==> src/hw/rtl/lps_pkg.sv <==
`default_nettype none
// ---------------------------------------------------------------------------
// LED pattern sequencer package
// Codes, timing constants, request types and the blink pattern ROM.
// ---------------------------------------------------------------------------
package lps_pkg;

    localparam int TICK_MS          = 1;
    localparam int PATTERN_SEGMENTS = 12;
    localparam int SEG_W            = $clog2(PATTERN_SEGMENTS);
    localparam int SEG_IDX_W        = SEG_W + 1;

    localparam logic [1:0] KIND_TICK   = 2'd0;
    localparam logic [1:0] KIND_SELECT = 2'd1;
    localparam logic [1:0] KIND_DIM    = 2'd2;

    localparam logic [3:0] PAT_OFF = 4'd0;

    localparam logic [15:0] PERIOD_RESET = 16'd500;
    localparam logic [15:0] DIM_RESET    = 16'd475;
    localparam logic [15:0] OFF_RESET    = 16'd501;
    localparam logic [15:0] CMP_FULL_ON  = 16'd0;
    localparam logic [15:0] CMP_MAX      = 16'hFFFF;
    // Reciprocal of five scaled by two to the 22nd, rounded up.
    localparam logic [19:0] DIV5_RECIP  = 20'd838861;

    localparam logic [15:0] T_NONE  = 16'd0;
    localparam logic [15:0] T_1HZ   = 16'(500 / TICK_MS);
    localparam logic [15:0] T_2HZ   = 16'(250 / TICK_MS);
    localparam logic [15:0] T_4HZ   = 16'(125 / TICK_MS);
    localparam logic [15:0] T_BLIP  = 16'(20 / TICK_MS);
    localparam logic [15:0] T_BOFF  = 16'(200 / TICK_MS);
    localparam logic [15:0] T_GAP   = 16'(200 / TICK_MS);
    localparam logic [15:0] T_PAUSE = 16'(1500 / TICK_MS);
    localparam logic [15:0] T_SLOW  = 16'(5000 / TICK_MS);

    localparam logic [SEG_IDX_W-1:0] SEG_LIMIT = SEG_IDX_W'(PATTERN_SEGMENTS);

    typedef struct packed {
        logic        on;
        logic [15:0] ticks;
    } t_seg;

    typedef struct packed {
        logic        tick;
        logic        sel;
        logic [3:0]  pattern;
        logic [15:0] now;
    } t_led_cmd;

    localparam t_seg SEG_STOP = '{on: 1'b0, ticks: T_NONE};

    function automatic t_seg mk_seg(input logic on, input logic [15:0] ticks);
        t_seg r;
        r.on    = on;
        r.ticks = ticks;
        return r;
    endfunction

    // Blink pattern ROM. A zero-time segment ends the pattern: lit means
    // repeat from the start, dark means stop. Indexes past the table stop.
    function automatic t_seg seg_rom(input logic [3:0] p, input logic [SEG_IDX_W-1:0] s);
        t_seg r;
        r = SEG_STOP;
        if (s < SEG_LIMIT) begin
            case (p)
                4'd0: r = mk_seg(1'b0, T_NONE);
                4'd1: r = mk_seg(1'b1, T_NONE);
                4'd2: begin
                    case (s[SEG_W-1:0])
                        0: r = mk_seg(1'b1, T_1HZ);
                        1: r = mk_seg(1'b0, T_1HZ);
                        2: r = mk_seg(1'b1, T_NONE);
                        default: r = SEG_STOP;
                    endcase
                end
                4'd3: begin
                    case (s[SEG_W-1:0])
                        0: r = mk_seg(1'b1, T_2HZ);
                        1: r = mk_seg(1'b0, T_2HZ);
                        2: r = mk_seg(1'b1, T_NONE);
                        default: r = SEG_STOP;
                    endcase
                end
                4'd4: begin
                    case (s[SEG_W-1:0])
                        0: r = mk_seg(1'b1, T_4HZ);
                        1: r = mk_seg(1'b0, T_4HZ);
                        2: r = mk_seg(1'b1, T_NONE);
                        default: r = SEG_STOP;
                    endcase
                end
                4'd5: begin
                    case (s[SEG_W-1:0])
                        0: r = mk_seg(1'b1, T_BLIP);
                        default: r = SEG_STOP;
                    endcase
                end
                4'd6: begin
                    case (s[SEG_W-1:0])
                        0: r = mk_seg(1'b1, T_BLIP);
                        1: r = mk_seg(1'b0, T_PAUSE);
                        2: r = mk_seg(1'b1, T_NONE);
                        default: r = SEG_STOP;
                    endcase
                end
                4'd7: begin
                    case (s[SEG_W-1:0])
                        0: r = mk_seg(1'b1, T_BLIP);
                        1: r = mk_seg(1'b0, T_GAP);
                        2: r = mk_seg(1'b1, T_BLIP);
                        3: r = mk_seg(1'b0, T_PAUSE);
                        4: r = mk_seg(1'b1, T_NONE);
                        default: r = SEG_STOP;
                    endcase
                end
                4'd8: begin
                    case (s[SEG_W-1:0])
                        0: r = mk_seg(1'b1, T_BLIP);
                        1: r = mk_seg(1'b0, T_GAP);
                        2: r = mk_seg(1'b1, T_BLIP);
                        3: r = mk_seg(1'b0, T_GAP);
                        4: r = mk_seg(1'b1, T_BLIP);
                        5: r = mk_seg(1'b0, T_PAUSE);
                        6: r = mk_seg(1'b1, T_NONE);
                        default: r = SEG_STOP;
                    endcase
                end
                4'd9: begin
                    case (s[SEG_W-1:0])
                        0: r = mk_seg(1'b1, T_BLIP);
                        1: r = mk_seg(1'b0, T_GAP);
                        2: r = mk_seg(1'b1, T_BLIP);
                        3: r = mk_seg(1'b0, T_GAP);
                        4: r = mk_seg(1'b1, T_BLIP);
                        5: r = mk_seg(1'b0, T_GAP);
                        6: r = mk_seg(1'b1, T_BLIP);
                        7: r = mk_seg(1'b0, T_PAUSE);
                        8: r = mk_seg(1'b1, T_NONE);
                        default: r = SEG_STOP;
                    endcase
                end
                4'd10: begin
                    case (s[SEG_W-1:0])
                        0: r = mk_seg(1'b1, T_GAP);
                        1: r = mk_seg(1'b0, T_BOFF);
                        2: r = mk_seg(1'b1, T_PAUSE);
                        3: r = mk_seg(1'b1, T_NONE);
                        default: r = SEG_STOP;
                    endcase
                end
                4'd11: begin
                    case (s[SEG_W-1:0])
                        0: r = mk_seg(1'b1, T_GAP);
                        1: r = mk_seg(1'b0, T_BOFF);
                        2: r = mk_seg(1'b1, T_GAP);
                        3: r = mk_seg(1'b0, T_BOFF);
                        4: r = mk_seg(1'b1, T_PAUSE);
                        5: r = mk_seg(1'b1, T_NONE);
                        default: r = SEG_STOP;
                    endcase
                end
                4'd12: begin
                    case (s[SEG_W-1:0])
                        0: r = mk_seg(1'b1, T_GAP);
                        1: r = mk_seg(1'b0, T_BOFF);
                        2: r = mk_seg(1'b1, T_GAP);
                        3: r = mk_seg(1'b0, T_BOFF);
                        4: r = mk_seg(1'b1, T_GAP);
                        5: r = mk_seg(1'b0, T_BOFF);
                        6: r = mk_seg(1'b1, T_PAUSE);
                        7: r = mk_seg(1'b1, T_NONE);
                        default: r = SEG_STOP;
                    endcase
                end
                4'd13: begin
                    case (s[SEG_W-1:0])
                        0: r = mk_seg(1'b1, T_GAP);
                        1: r = mk_seg(1'b0, T_BOFF);
                        2: r = mk_seg(1'b1, T_GAP);
                        3: r = mk_seg(1'b0, T_BOFF);
                        4: r = mk_seg(1'b1, T_GAP);
                        5: r = mk_seg(1'b0, T_BOFF);
                        6: r = mk_seg(1'b1, T_GAP);
                        7: r = mk_seg(1'b0, T_BOFF);
                        8: r = mk_seg(1'b1, T_PAUSE);
                        9: r = mk_seg(1'b1, T_NONE);
                        default: r = SEG_STOP;
                    endcase
                end
                4'd14: begin
                    case (s[SEG_W-1:0])
                        0: r = mk_seg(1'b1, T_BLIP);
                        1: r = mk_seg(1'b0, T_SLOW);
                        2: r = mk_seg(1'b1, T_NONE);
                        default: r = SEG_STOP;
                    endcase
                end
                4'd15: begin
                    case (s[SEG_W-1:0])
                        0: r = mk_seg(1'b1, T_BLIP);
                        1: r = mk_seg(1'b0, T_GAP);
                        2: r = mk_seg(1'b1, T_BLIP);
                        3: r = mk_seg(1'b0, T_GAP);
                        4: r = mk_seg(1'b1, T_BLIP);
                        5: r = mk_seg(1'b0, T_GAP);
                        6: r = mk_seg(1'b1, T_BLIP);
                        7: r = mk_seg(1'b0, T_GAP);
                        default: r = SEG_STOP;
                    endcase
                end
                default: r = SEG_STOP;
            endcase
        end
        return r;
    endfunction

endpackage
`default_nettype wire

==> src/hw/rtl/lps_led.sv <==
`default_nettype none
// ---------------------------------------------------------------------------
// LED pattern sequencer: per-LED segment engine
// Holds one LED's pattern, segment and time base and advances them on
// tick and select requests.
// ---------------------------------------------------------------------------
module lps_led
    import lps_pkg::*;
(
    input  wire logic     i_clk,
    input  wire logic     i_rst_n,
    input  wire t_led_cmd i_cmd,
    output logic          o_lit
);

    logic [3:0]           r_pat;
    logic [3:0]           n_pat;
    logic [SEG_W-1:0]     r_seg;
    logic [SEG_W-1:0]     n_seg;
    logic [15:0]          r_start;
    logic [15:0]          n_start;
    logic                 r_lit;
    logic                 n_lit;
    t_seg                 cur_seg;
    t_seg                 first_seg;
    t_seg                 next_seg;
    t_seg                 sel_seg;
    t_seg                 off_seg;
    logic [SEG_IDX_W-1:0] next_idx;
    logic [15:0]          elapsed;

    always_comb begin
        cur_seg   = seg_rom(r_pat, {1'b0, r_seg});
        first_seg = seg_rom(r_pat, '0);
        next_idx  = {1'b0, r_seg} + SEG_IDX_W'(1);
        next_seg  = seg_rom(r_pat, next_idx);
        sel_seg   = seg_rom(i_cmd.pattern, '0);
        off_seg   = seg_rom(PAT_OFF, '0);
        elapsed   = i_cmd.now - r_start;

        n_pat   = r_pat;
        n_seg   = r_seg;
        n_start = r_start;
        n_lit   = r_lit;

        if (i_cmd.tick && (first_seg.ticks != T_NONE) && (elapsed > cur_seg.ticks)) begin
            if ((next_seg.ticks == T_NONE) && !next_seg.on) begin
                if (r_pat != PAT_OFF) begin
                    n_pat   = PAT_OFF;
                    n_seg   = '0;
                    n_start = i_cmd.now;
                    n_lit   = off_seg.on;
                end
            end else if (next_seg.ticks == T_NONE) begin
                n_seg   = '0;
                n_start = r_start + cur_seg.ticks;
                n_lit   = first_seg.on;
            end else begin
                n_seg   = next_idx[SEG_W-1:0];
                n_start = r_start + cur_seg.ticks;
                n_lit   = next_seg.on;
            end
        end else if (i_cmd.sel && (i_cmd.pattern != r_pat)) begin
            n_pat   = i_cmd.pattern;
            n_seg   = '0;
            n_start = i_cmd.now;
            n_lit   = sel_seg.on;
        end
    end

    always_ff @(posedge i_clk) begin
        if (!i_rst_n) begin
            r_pat   <= PAT_OFF;
            r_seg   <= '0;
            r_start <= '0;
            r_lit   <= 1'b0;
        end else begin
            r_pat   <= n_pat;
            r_seg   <= n_seg;
            r_start <= n_start;
            r_lit   <= n_lit;
        end
    end

    assign o_lit = n_lit;

endmodule
`default_nettype wire

==> src/hw/rtl/lps_pwm.sv <==
`default_nettype none
// ---------------------------------------------------------------------------
// LED pattern sequencer: PWM compare generator
// Holds the period register and dim flag and maps lit states to compares.
// ---------------------------------------------------------------------------
module lps_pwm
    import lps_pkg::*;
(
    input  wire logic        i_clk,
    input  wire logic        i_rst_n,
    input  wire logic        i_cfg_wr,
    input  wire logic [15:0] i_cfg_data,
    input  wire logic        i_dim_wr,
    input  wire logic        i_dim,
    input  wire logic        i_lit0,
    input  wire logic        i_lit1,
    output logic      [15:0] o_cmp0,
    output logic      [15:0] o_cmp1
);

    logic [15:0] r_per;
    logic        r_dimmed;
    logic        n_dimmed;
    logic [20:0] per_x19;
    logic [18:0] per_q4;
    logic [38:0] div_prod;
    logic [15:0] dim_cmp;
    logic [15:0] off_cmp;
    logic [15:0] lit_cmp;

    // The dim compare is period * 19 / 20, taken as (period * 19 / 4) / 5.
    always_comb begin
        per_x19  = {1'b0, r_per, 4'b0} + {4'b0, r_per, 1'b0} + {5'b0, r_per};
        per_q4   = per_x19[20:2];
        div_prod = 39'(per_q4) * 39'(DIV5_RECIP);
        dim_cmp  = div_prod[37:22];
        off_cmp  = (r_per == CMP_MAX) ? CMP_MAX : r_per + 16'd1;
        n_dimmed = i_dim_wr ? i_dim : r_dimmed;
        lit_cmp  = n_dimmed ? dim_cmp : CMP_FULL_ON;
        o_cmp0   = i_lit0 ? lit_cmp : off_cmp;
        o_cmp1   = i_lit1 ? lit_cmp : off_cmp;
    end

    always_ff @(posedge i_clk) begin
        if (!i_rst_n) begin
            r_per    <= PERIOD_RESET;
            r_dimmed <= 1'b0;
        end else begin
            if (i_cfg_wr) begin
                r_per <= i_cfg_data;
            end
            r_dimmed <= n_dimmed;
        end
    end

endmodule
`default_nettype wire

==> src/hw/rtl/led_pattern_sequencer.sv <==
`default_nettype none
// An accepted request is held in the input registers until it can advance;
// its result is then captured in the result registers.
// Throughput: one request per cycle; the input and result registers form
// a two-stage pipeline that stalls its input only while a result is stalled.
// Reset: synchronous active-low; both LEDs off, full brightness, period 500.
// A period write applies to requests accepted at or after the write edge.
// ---------------------------------------------------------------------------
// LED pattern sequencer
// Two-LED blink pattern engine producing PWM compare values per request.
// ---------------------------------------------------------------------------
module led_pattern_sequencer
    import lps_pkg::*;
(
    input  wire logic        i_clk,
    input  wire logic        i_rst_n,
    input  wire logic        i_in_valid,
    output logic             o_in_stall,
    input  wire logic [1:0]  i_kind,
    input  wire logic [15:0] i_time_now,
    input  wire logic        i_led_index,
    input  wire logic [3:0]  i_pattern,
    input  wire logic        i_dim_request,
    output logic             o_out_valid,
    input  wire logic        i_out_stall,
    output logic      [15:0] o_led0_compare,
    output logic      [15:0] o_led1_compare,
    output logic             o_led0_lit,
    output logic             o_led1_lit,
    input  wire logic        i_cfg_valid,
    output logic             o_cfg_ready,
    input  wire logic [15:0] i_cfg_data
);

    logic        r_in_vld;
    logic [1:0]  r_kind;
    logic [15:0] r_time;
    logic        r_led;
    logic [3:0]  r_pat;
    logic        r_dim;
    logic        r_out_vld;
    logic [15:0] r_cmp0;
    logic [15:0] r_cmp1;
    logic        r_lit0;
    logic        r_lit1;
    logic        adv;
    logic        fire;
    logic        load;
    t_led_cmd    cmd0;
    t_led_cmd    cmd1;
    logic        lit0;
    logic        lit1;
    logic [15:0] cmp0;
    logic [15:0] cmp1;

    assign adv        = !r_out_vld || !i_out_stall;
    assign fire       = r_in_vld && adv;
    assign o_in_stall = r_in_vld && !adv;
    assign load       = i_in_valid && !o_in_stall;
    assign o_cfg_ready = 1'b1;

    always_comb begin
        cmd0.tick    = fire && (r_kind == KIND_TICK);
        cmd0.sel     = fire && (r_kind == KIND_SELECT) && !r_led;
        cmd0.pattern = r_pat;
        cmd0.now     = r_time;
        cmd1.tick    = cmd0.tick;
        cmd1.sel     = fire && (r_kind == KIND_SELECT) && r_led;
        cmd1.pattern = r_pat;
        cmd1.now     = r_time;
    end

    lps_led u_led0 (
        .i_clk   (i_clk),
        .i_rst_n (i_rst_n),
        .i_cmd   (cmd0),
        .o_lit   (lit0)
    );

    lps_led u_led1 (
        .i_clk   (i_clk),
        .i_rst_n (i_rst_n),
        .i_cmd   (cmd1),
        .o_lit   (lit1)
    );

    lps_pwm u_pwm (
        .i_clk      (i_clk),
        .i_rst_n    (i_rst_n),
        .i_cfg_wr   (i_cfg_valid && o_cfg_ready),
        .i_cfg_data (i_cfg_data),
        .i_dim_wr   (fire && (r_kind == KIND_DIM)),
        .i_dim      (r_dim),
        .i_lit0     (lit0),
        .i_lit1     (lit1),
        .o_cmp0     (cmp0),
        .o_cmp1     (cmp1)
    );

    always_ff @(posedge i_clk) begin
        if (!i_rst_n) begin
            r_in_vld  <= 1'b0;
            r_out_vld <= 1'b0;
        end else begin
            if (load) begin
                r_in_vld <= 1'b1;
            end else if (fire) begin
                r_in_vld <= 1'b0;
            end
            if (adv) begin
                r_out_vld <= fire;
            end
        end
    end

    always_ff @(posedge i_clk) begin
        if (load) begin
            r_kind <= i_kind;
            r_time <= i_time_now;
            r_led  <= i_led_index;
            r_pat  <= i_pattern;
            r_dim  <= i_dim_request;
        end
        if (fire) begin
            r_cmp0 <= cmp0;
            r_cmp1 <= cmp1;
            r_lit0 <= lit0;
            r_lit1 <= lit1;
        end
    end

    assign o_out_valid    = r_out_vld;
    assign o_led0_compare = r_cmp0;
    assign o_led1_compare = r_cmp1;
    assign o_led0_lit     = r_lit0;
    assign o_led1_lit     = r_lit1;

endmodule
`default_nettype wire

==> config.mk <==
export PLATFORM = sky130hd
export DESIGN_NAME = led_pattern_sequencer
export DESIGN_NICKNAME = d
export VERILOG_FILES = /design/src/hw/rtl/lps_pkg.sv /design/src/hw/rtl/lps_led.sv /design/src/hw/rtl/lps_pwm.sv /design/src/hw/rtl/led_pattern_sequencer.sv
export SDC_FILE = /design/constraint.sdc
export NUM_CORES = 1
export LEC_CHECK = 0
export BUFFER_PORTS_ARGS = -buffer_cell sky130_fd_sc_hd__buf_2
export CAP_MARGIN = 10
export CELL_PAD_IN_SITES_DETAIL_PLACEMENT = 2
export CELL_PAD_IN_SITES_GLOBAL_PLACEMENT = 2
export CORE_ASPECT_RATIO = 1.1
export CORE_UTILIZATION = 40
export DETAILED_ROUTE_END_ITERATION = 12
export PLACE_DENSITY = 0.93
export SYNTH_ARGS = -nofsm -noshare
export SYNTH_HDL_FRONTEND = slang
export SYNTH_HIERARCHICAL = 1
export SYNTH_SLANG_ARGS = --single-unit
==> constraint.sdc <==
create_clock -name i_clk -period 9.4 [get_ports i_clk]
set_clock_uncertainty 0.1 [all_clocks]
set_input_delay 0.47 -clock i_clk [delete_from_list [all_inputs] [get_ports i_clk]]
set_output_delay 0.47 -clock i_clk [all_outputs]
set_load 0.01 [all_outputs]
**Word level (Yosys, flattened, before mapping)**

Memories as Yosys holds them, arrays and structs flattened. A register that Yosys moved wholly into a read port is not among the register bits.
Cells that the tools add are included.

- Register bits: 127
- Memories kept: 16
- Memory bits (read-only): 1472

Memory list:

| memory | words | width | rd ports | clocked after memory_dff | wr ports | line | text |
|---|---|---|---|---|---|---|---|
| (no name shown) | 16 | 8 | 1 | 1 | 0 | lps_pkg.sv:130 | `case (s[SEG_W-1:0])` |
| (no name shown) | 16 | 8 | 1 | 1 | 0 | lps_pkg.sv:177 | `case (s[SEG_W-1:0])` |
| (no name shown) | 16 | 8 | 1 | 0 | 0 | lps_pkg.sv:130 |  |
| (no name shown) | 16 | 8 | 1 | 0 | 0 | lps_pkg.sv:177 |  |
| (no name shown) | 16 | 8 | 1 | 1 | 0 | lps_pkg.sv:130 |  |
| (no name shown) | 16 | 8 | 1 | 1 | 0 | lps_pkg.sv:177 |  |
| +10 memories | -- | -- | -- | -- | -- | -- |  |

- Magnitude comparators: 6
- $mul: 1
- Reduce and logical (&&, ||, !) cells: 63
- Equal/unequal tests: 80
- Multiplexer cells: 116
- $add $sub $neg: 9

Operators with widths:

| cell | count |
|---|---|
| $pmux W17 S16 | 2 |
| $pmux W17 S4 | 8 |
| $pmux W16 S16 | 2 |
| $pmux W17 S3 | 10 |
| $pmux W17 S7 | 3 |
| $pmux W11 S4 | 8 |
| $mux W16 | 18 |
| $mux W17 | 8 |
| $eq A4 B3 Y1 const B | 24 |
| $eq A4 B4 Y1 const B | 24 |
| $mux W4 | 24 |
| $pmux W13 S3 | 2 |
| $pmux W11 S3 | 2 |
| $eq A4 B2 Y1 const B | 14 |
| $pmux W9 S3 | 2 |
| $pmux W8 S3 | 2 |
| $pmux W7 S3 | 2 |
| $mul A19 B20 Y38 const B | 1 |
| $add A16 B16 Y16 | 2 |
| $gt A16 B16 Y1 | 2 |
| $logic_not A16 Y1 | 2 |
| $reduce_bool A16 Y1 | 2 |
| $sub A16 B16 Y16 | 2 |
| $eq A4 B1 Y1 const B | 7 |
| other kinds (28) | 102 |

**Logic depth before layout (Yosys ltp)**

Gate-level depths: netlist (run 1).

- Word-level depth: 12
- Depth in mapped cells: 32
- Depth with buffers taken out: 32

**Cells and area by module**

Netlist (run 1), hierarchy kept.

By module, submodules not included:

| module | area each (µm²) | seq. area each (µm²) | instances | cells an instance |
|---|---|---|---|---|
| lps_pwm | 7573.5 | 340.3 | 1 | 844 |
| lps_led (u_led1) | 4269.1 | 680.7 | 1 | 551 |
| lps_led (u_led0) | 4106.4 | 680.7 | 1 | 551 |
| led_pattern_sequencer | 1894.3 | 1781.7 | 1 | 74 |

**Worst setup path after synthesis (run 1)**

Ideal clock, no wire load.

- Path type: flip-flop to flip-flop
- Start: reg u_pwm.r_per[4]
- End: reg r_cmp1[11] (netlist: o_led1_compare[11]) (data pin)
- Path slack: 1.162 ns
- Period minus slack after synthesis: 8.238 ns
- Required time: 9.040 ns
- Arrival: 7.878 ns
- Library setup time: 0.260 ns
- Cell stages (with the launch flop): 30
- Cell sequence: dfxtp_1 fa_1 ha_1 nor2b_1 o31a_1 o21bai_1 a21oi_1 o41a_1 a21o_1 a21oi_1 xnor2_1 ha_1 fa_1 inv_1 fa_1 inv_1 fa_1 fa_1 inv_1 fa_1 inv_1 ha_1 nand4_1 nor3_1 o211ai_1 o21a_4 o31ai_4 a211oi_1 o211a_1 mux2_2

- Cells in the longest elaborated chain, start to end: 5
- Elaborated cells between the ends (all ways): 8

RTL lines:

| element | line | text |
|---|---|---|
| from (decl) | lps_pwm.sv:21 | `logic [15:0] r_per;` |
| from (signal assigned) | lps_pwm.sv:50 | `r_per <= i_cfg_data;` |
| $add A20 B17 Y21 | lps_pwm.sv:33 | `per_x19 = {1'b0, r_per, 4'b0} + {4'b0, r_per, 1'b0} + {5'b0, r_per};` |
| $add A21 B16 Y21 | lps_pwm.sv:33 |  |
| $mul A19 B20 Y38 | lps_pwm.sv:35 | `div_prod = 39'(per_q4) * 39'(DIV5_RECIP);` |
| $mux W16 | lps_pwm.sv:39 | `lit_cmp = n_dimmed ? dim_cmp : CMP_FULL_ON;` |
| $mux W16 (*) | lps_pwm.sv:41 | `o_cmp1 = i_lit1 ? lit_cmp : off_cmp;` |
| named net cmp1[11] | led_pattern_sequencer.sv:54 | `logic [15:0] cmp1;` |
| to (signal assigned) | led_pattern_sequencer.sv:126 | `r_cmp1 <= cmp1;` |
| to (decl) | led_pattern_sequencer.sv:43 | `logic [15:0] r_cmp1;` |

Mark *: on every way through the listed nets, which the timed path passes. The rest lies on a longest branch.
A chain may end at the register's enable or synchronous reset.

**Worst setup path after layout (run 1)**

- Start: reg u_pwm.r_per[11]
- End: reg r_cmp1[15] (netlist: o_led1_compare[15]) (data pin)

Same word-level chain as after synthesis.

==> results of run 1 <==
## cells in the mapped netlist, types with 30 or more instances
master      n  area (um^2)
a21o_1     40          300
a21oi_1   118          591
clkbuf_1   33          124
dfxtp_1    87         1740
edfxtp_1   58         1740
fa_1      115         2300
ha_1      244         3050
inv_1     291         1090
mux2i_1    30          300
nand2_1    98          368
nand3_1    67          335
nor2_1    122          458
nor2b_1    30          188
nor3_1     63          315
o21ai_0    73          365
xnor2_1    54          473
xor2_1     41          359
## worst register-to-register path: cells and delay by family, from the launching register on
kind                     cells  cell delay [ps]
adder cells (fa/ha/maj)      9             3700
buffers and inverters        2              310
AO/OA/AOI/OAI               10             3750
flip-flops                   1              650
XOR/XNOR                     3              580
AND/OR/NAND/NOR              2              420
## cell type report
cell class,count,share of cell area (%)
Antenna cell,1,0.0128
Clock inverter,11,0.454
Clock buffer,21,2.51
Inverter,295,5.66
Multi-Input combinational cell,1519,67.0
Timing Repair Buffer,100,2.81
Tap cell,574,3.67
Sequential cell,145,17.9
## worst max-delay path by stage
stage / end / start / slack (ps)
3_5_place_dp: o_led1_compare[8] / u_pwm/r_per[4] / -210
5_1_grt: o_led1_compare[11] / u_pwm/r_per[7] / -380
2_1_floorplan: o_led1_compare[11] / u_pwm/r_per[4] / 1160
4_1_cts: o_led1_compare[11] / u_pwm/r_per[0] / 0.9
3_3_place_gp: o_led1_compare[11] / u_pwm/r_per[4] / 610
6_report: o_led1_compare[15] / u_pwm/r_per[11] / -400
## stage by stage
| step | util, % | hold WS (ps) |
|---|---|---|
| after floorplan | - | 374 |
| after global placement | 43.0 | 363 |
| after detailed placement | 43.0 | 420 |
| after CTS | 44.4 | 9.06 |
| after global routing | 44.8 | 24.2 |
| final | 44.8 | 24.0 |
## per-layer routing
| layer | vias to the layer above | GRT usage [%] |
|---|---|---|
| met3 | 396 | 7.41 |
| met1 | 8968 | 38.7 |
| li1 | 7272 | - |
| met2 | 830 | 65.1 |
| met4 | 6 | 28.5 |
| met5 | - | 0 |
## cell families (layout without fill, tap and decap cells)
kind of cell	after synthesis	after routing	synth area share (%)
simple gates	516	516	14.9
compound gates	504	504	20.3
fa+ha+maj	359	359	30.0
buf+inv	356	427	7.86
flops	145	145	19.5
xor+xnor	98	98	5.00
mux	41	41	2.41
other cells	1	2	0.0210
## what timing repair did
| item | CTS | global route |
|---|---|---|
| setup buffers | 1 | 6 |
| pin swaps | 1 | 13 |
| resized for setup | 8 | 27 |
| setup endpoints to repair | 25 | 26 |
==> summary.txt, run 1 <==
Timing
  • Period minus WS final: about 10000 ps
  • TNS Setup: -3350 ps
  • Final worst slack: -399 ps
  • Final setup fails: 17
  • Tcrit/Tclk final: 104%
  • Hold Violations, Final: 0
  • Fmax: about 100 MHz
  • Worst slew pin tran: ~1400 ps
  • Max Slew Vio Count: 0
  • Rel. slew slack: 7.17%

Setup path
  • Critical Path RT: around 9500 ps
  • Worst R2R Start: u_pwm/r_per[11]
  • Most used cell, CP: ha_1
  • Critical Path Sink Type: flip-flop
  • Critical path arrival: 9910 ps
  • Levels on crit path: 26
  • Worst Path Max Fanout: 10
  • Cells on worst reg2reg path: 26
  • Max stage delay on crit path: ~1200 ps
  • Setup CP Type: reg2reg
  • Register-to-Register Setup Slack: -400 ps
  • CP bufs+invs: 2
  • CP startpoint kind: flip-flop
  • Top Family by Delay on Critical Path: compound AO/OA/AOI/OAI gates
  • Slowest-stage cell, CP: a221oi_1
  • Worst reg2reg path endpoint: o_led1_compare[15]

Die
  • Die Area: 45500 um^2
  • Starting Density: between 40 and 50%
  • Die span in y: around 220 um
  • Core Rows: 80
  • Core footprint: roughly 44000 um^2
  • Die X: 203 um
  • Ports: between 80 and 90

Final layout
  • Final #Nets: ~2500
  • Multi-input gate area: about 13000 um^2
  • Layout area overhead: 9.65%
  • Filler Cells Inserted: 4800
  • Most frequent cells in the layout: inv_1 (290), ha_1 (241), nor2_1 (122)
  • Share of cells above drive strength 1: 11.8%
  • Design area: 19600 um^2
  • Commonest non-fill, non-tap cell in the layout: inv_1
  • Non-filler instance count after layout: 2666
  • Sequential Area: roughly 3500 um^2

GRT
  • Largest net degree at the start of global routing: 53
  • Grt ovf: 0
  • First-pass GRT wire length: 125000 um
  • Total track usage: a little under two fifths
  • Initial antenna violation count: 5
  • Vias in the first global route: 19600

Yosys
  • Number of synthesized flops with an enable pin: 58
  • Synth Register Bits: 145
  • YS warnings: 6
  • Async SR Flop Fraction: 0%
  • Top_reg_cell synth: dfxtp_1
  • Mean area per synthesized cell: 8.83 um^2
  • Cells after Synth: between 2000 and 2500
  • Synthesized area: 17800 um^2
  • Netlist cell types: 117
  • Sequential share of the synthesized area: 19.5%
  • Synthesized Nets: 2424

Detailed routing
  • Wire length per cell: 32.8 um
  • Pre-antenna DRT Iters: 5
  • DRC Markers: 0
  • Wire length on met2: 43100 um
  • Via count: about 17000
  • DR iter-0 viols: approximately 1300
  • Total wire length: 87400 um
  • Wire length on met1: 31500 um
  • Via-to-Cell Ratio: 6.55
  • Top sig layer: met5
  • Routed Antenna Nets: 0
  • Met3 wire len: about 5200 um

Placement
  • # port buffers: 80
  • Placement Cell Area: 18800 um^2
  • Dpl ws: -208 ps
  • Placed cell count: 2625
  • Gpl congestion: 0.904
  • Hpwl dp: 61000 um

Clocking
  • Clock Latency Late Sink: 520 ps
  • Clk root buf: clkbuf_16
  • CTS H-tree lvls: 4
  • # clock sinks: between 100 and 150
  • Clock slew at reported path FFs: around 80 ps
  • CTS Buffer Depth: 2
  • CTS Buf Count: 17
  • CTS tree: done
  • Hold Buf Count CTS: 0

Worst hold path
  • Worst Hold Path Cells: 1
  • Hold WC Path Type: in2reg
  • WHS Endpoint: r_time[0]
  • Hold path startpoint: i_time_now[0]

Flow run
  • Max-cap violations: 0

Status
  • Outcome: complete, but fails checks
  • Failing checks: negative setup slack
Power of run 1 is not shown: default switching activity piles up to over one toggle a cycle in this logic, so the estimate is an artifact.
==> run 2, diff against run 1 <==
CORE_UTILIZATION = 41   (was 40)
CTS_BUF_LIST = sky130_fd_sc_hd__clkbuf_8   (was not set)
PLACE_DENSITY = 0.95   (was 0.93)
==> run 2 against run 1 <==
  * The run still ends with negative setup slack left
  * Die area fell by 2.4%
  * Cell area grew 2.3%
  * Wire length rose by 8.3%
  * Critical path depth grew 6
  * Via count rose by 4.7%
  * Sequential share of layout area shrank 0.38 points
  * Hold slack better by 44 ps
  * Clock-buffer cell count down 4
  * Critical path type unchanged
  * Critical endpoint is now o_led0_compare[8]
  * Largest cell class unchanged
  * Highest routed layer unchanged
==> summary.txt, run 2 (synthesized netlist as in run 1, its figures left out) <==
Clocking
  • CTS tree: done
  • CTS Buf Count: 17 (unchanged)
  • CTS Buffer Depth: 2 (unchanged)
  • Clock Latency Late Sink: 610 ps (+90 ps)
  • Clock slew at reported path FFs: 100 ps (+20 ps)
  • CTS H-tree lvls: 4 (unchanged)
  • # clock sinks: 145 (unchanged)
  • Clk root buf: clkbuf_8

Final layout
  • Commonest non-fill, non-tap cell in the layout: inv_1
  • Final #Nets: 2534 (+2.1%)
  • Sequential Area: 3500 um^2 (+0.11%)
  • Non-filler instance count after layout: 2712 (+1.7%)
  • Share of cells above drive strength 1: 13.9% (+2.0 points)
  • Layout area overhead: 12.2%
  • Filler Cells Inserted: 4565 (-4.9%)
  • Multi-input gate area: 13300 um^2 (+1.1%)
  • Most frequent cells in the layout: inv_1 (289), ha_1 (238), nor2_1 (122)
  • Design area: 20000 um^2 (+2.3%)

Die
  • Die X: 201 um (-1.2%)
  • Core Rows: 79 (-1.3%)
  • Ports: 82 (unchanged)
  • Die span in y: 221 um (-1.2%)
  • Die Area: 44400 um^2 (-2.4%)
  • Core footprint: 42600 um^2 (-2.4%)
  • Starting Density: 41.9% (+1.0 points)

Setup path
  • Max stage delay on crit path: 720 ps (-430 ps)
  • CP startpoint kind: flip-flop
  • Most used cell, CP: fa_1
  • Critical Path RT: 9660 ps (+150 ps)
  • Critical path arrival: 10510 ps (+600 ps)
  • Setup CP Type: reg2reg
  • Worst Path Max Fanout: 7 (-3)
  • Slowest-stage cell, CP: fa_2
  • Critical Path Sink Type: flip-flop

Placement
  • Gpl congestion: 0.914 (+1.1%)
  • Placed cell count: 2624 (-0.038%)
  • Placement Cell Area: 18800 um^2 (+0.19%)
  • # port buffers: 80 (unchanged)
  • Dpl ws: -800 ps (-592 ps)
  • Hpwl dp: 63300 um (+3.7%)

Detailed routing
  • Wire length per cell: 34.9 um (+6.4%)
  • Routed Antenna Nets: 0 (unchanged)
  • Pre-antenna DRT Iters: 5 (unchanged)
  • DR iter-0 viols: 1426 (+12%)
  • Total wire length: 94600 um (+8.3%)
  • Via count: 18300 (+4.7%)
  • DRC Markers: 0 (unchanged)
  • Via-to-Cell Ratio: 6.74 (+2.9%)

GRT
  • Largest net degree at the start of global routing: 53 (unchanged)
  • First-pass GRT wire length: 129000 um (+3.5%)
  • Total track usage: 38.9% (+1.9 points)
  • Initial antenna violation count: 2 (-3)
  • Vias in the first global route: 20200 (+3.0%)
  • Grt ovf: 0 (unchanged)

Timing
  • Max Slew Vio Count: 0 (unchanged)
  • Rel. slew slack: 26.7% (+20 points)
  • Final setup fails: 32 (+15)
  • Fmax: 97.5 MHz (-4.4%)
  • Worst slew pin tran: 1100 ps (-297 ps)
  • Hold Violations, Final: 0 (unchanged)
  • Final worst slack: -854 ps (-455 ps)
  • Period minus WS final: 10250 ps (+455 ps)
  • Tcrit/Tclk final: 109% (+4.8 points)

Flow run
  • Max-cap violations: 0 (unchanged)

Status
  • Outcome: complete, but fails checks
  • Failing checks: negative setup slack

Worst hold path
  • Hold WC Path Type: in2reg
[run 2: changes by cell type in the layout (fill, tap and decap cells not counted), sizes merged]
cell	previous run	this run
diode	1	2
bufinv	0	3
dlygate4sd3	0	30
clkbuf	22	17
inv	301	300
buf	99	122
clkinv	4	6
[run 2: worst paths after layout]
check | startpoint | cells after the start | slack (ps) | to
setup / recovery | u_pwm/r_per[10] | 32 | -850 | o_led0_compare[8]
hold reg to reg | u_led1/r_start[2] | 2 | 450 | u_led1/r_start[2]
setup reg to reg | u_pwm/r_per[10] | 32 | -850 | o_led0_compare[8]
hold / removal | i_in_valid | 2 | 70 | r_in_vld
[run 2: stage by stage]
stage               setup TNS [ps]  hold slack, ps  util (%)
floorplan                        0             374         -
global placement                 0             382      44.2
detailed placement          -15480             439      44.2
CTS                              0            14.7      46.2
global route                -20460            35.6      47.0
finish                      -17760            67.6      47.0
[run 2: final cells by class]
class                           count  area share (%)
Clock inverter                     15           0.913
Multi-Input combinational cell   1519            66.2
Sequential cell                   145            17.5
Timing Repair Buffer              152            5.09
Tap cell                          567            3.54
Inverter                          295            5.53
Clock buffer                       17            1.17
Antenna cell                        2          0.0250
[run 2: layer usage]
layer / track usage [%] / up-vias / share of wire, %
li1: - / 7373 / -
met2: 68.8 / 1151 / 48
met5: 0 / - / 0.032
met1: 38.4 / 9133 / 33
met4: 33.0 / 4 / 11
met3: 8.92 / 629 / 7.4
[run 2: critical path, delay by kind of cell, from the launching register on]
kind                       cells  cell delay (ps)
DFF                            1              630
AOI/OAI and AO/OA             12             2570
buffers and inverters          6              840
muxes                          1              420
xor gates and xnor gates       3              940
and+or+nand+nor                2              350
adders and majority gates      8             4130
[run 2: what timing repair did]
item / CTS / global route
setup buffers: 8 / 16
gates resized for setup: 22 / 45
setup endpoints to repair: 30 / 32
hold buffers: 30 / 0
hold endpoints to repair: 30 / 0
pin swaps: 8 / 25
Power of run 2 is left out for the same reason.
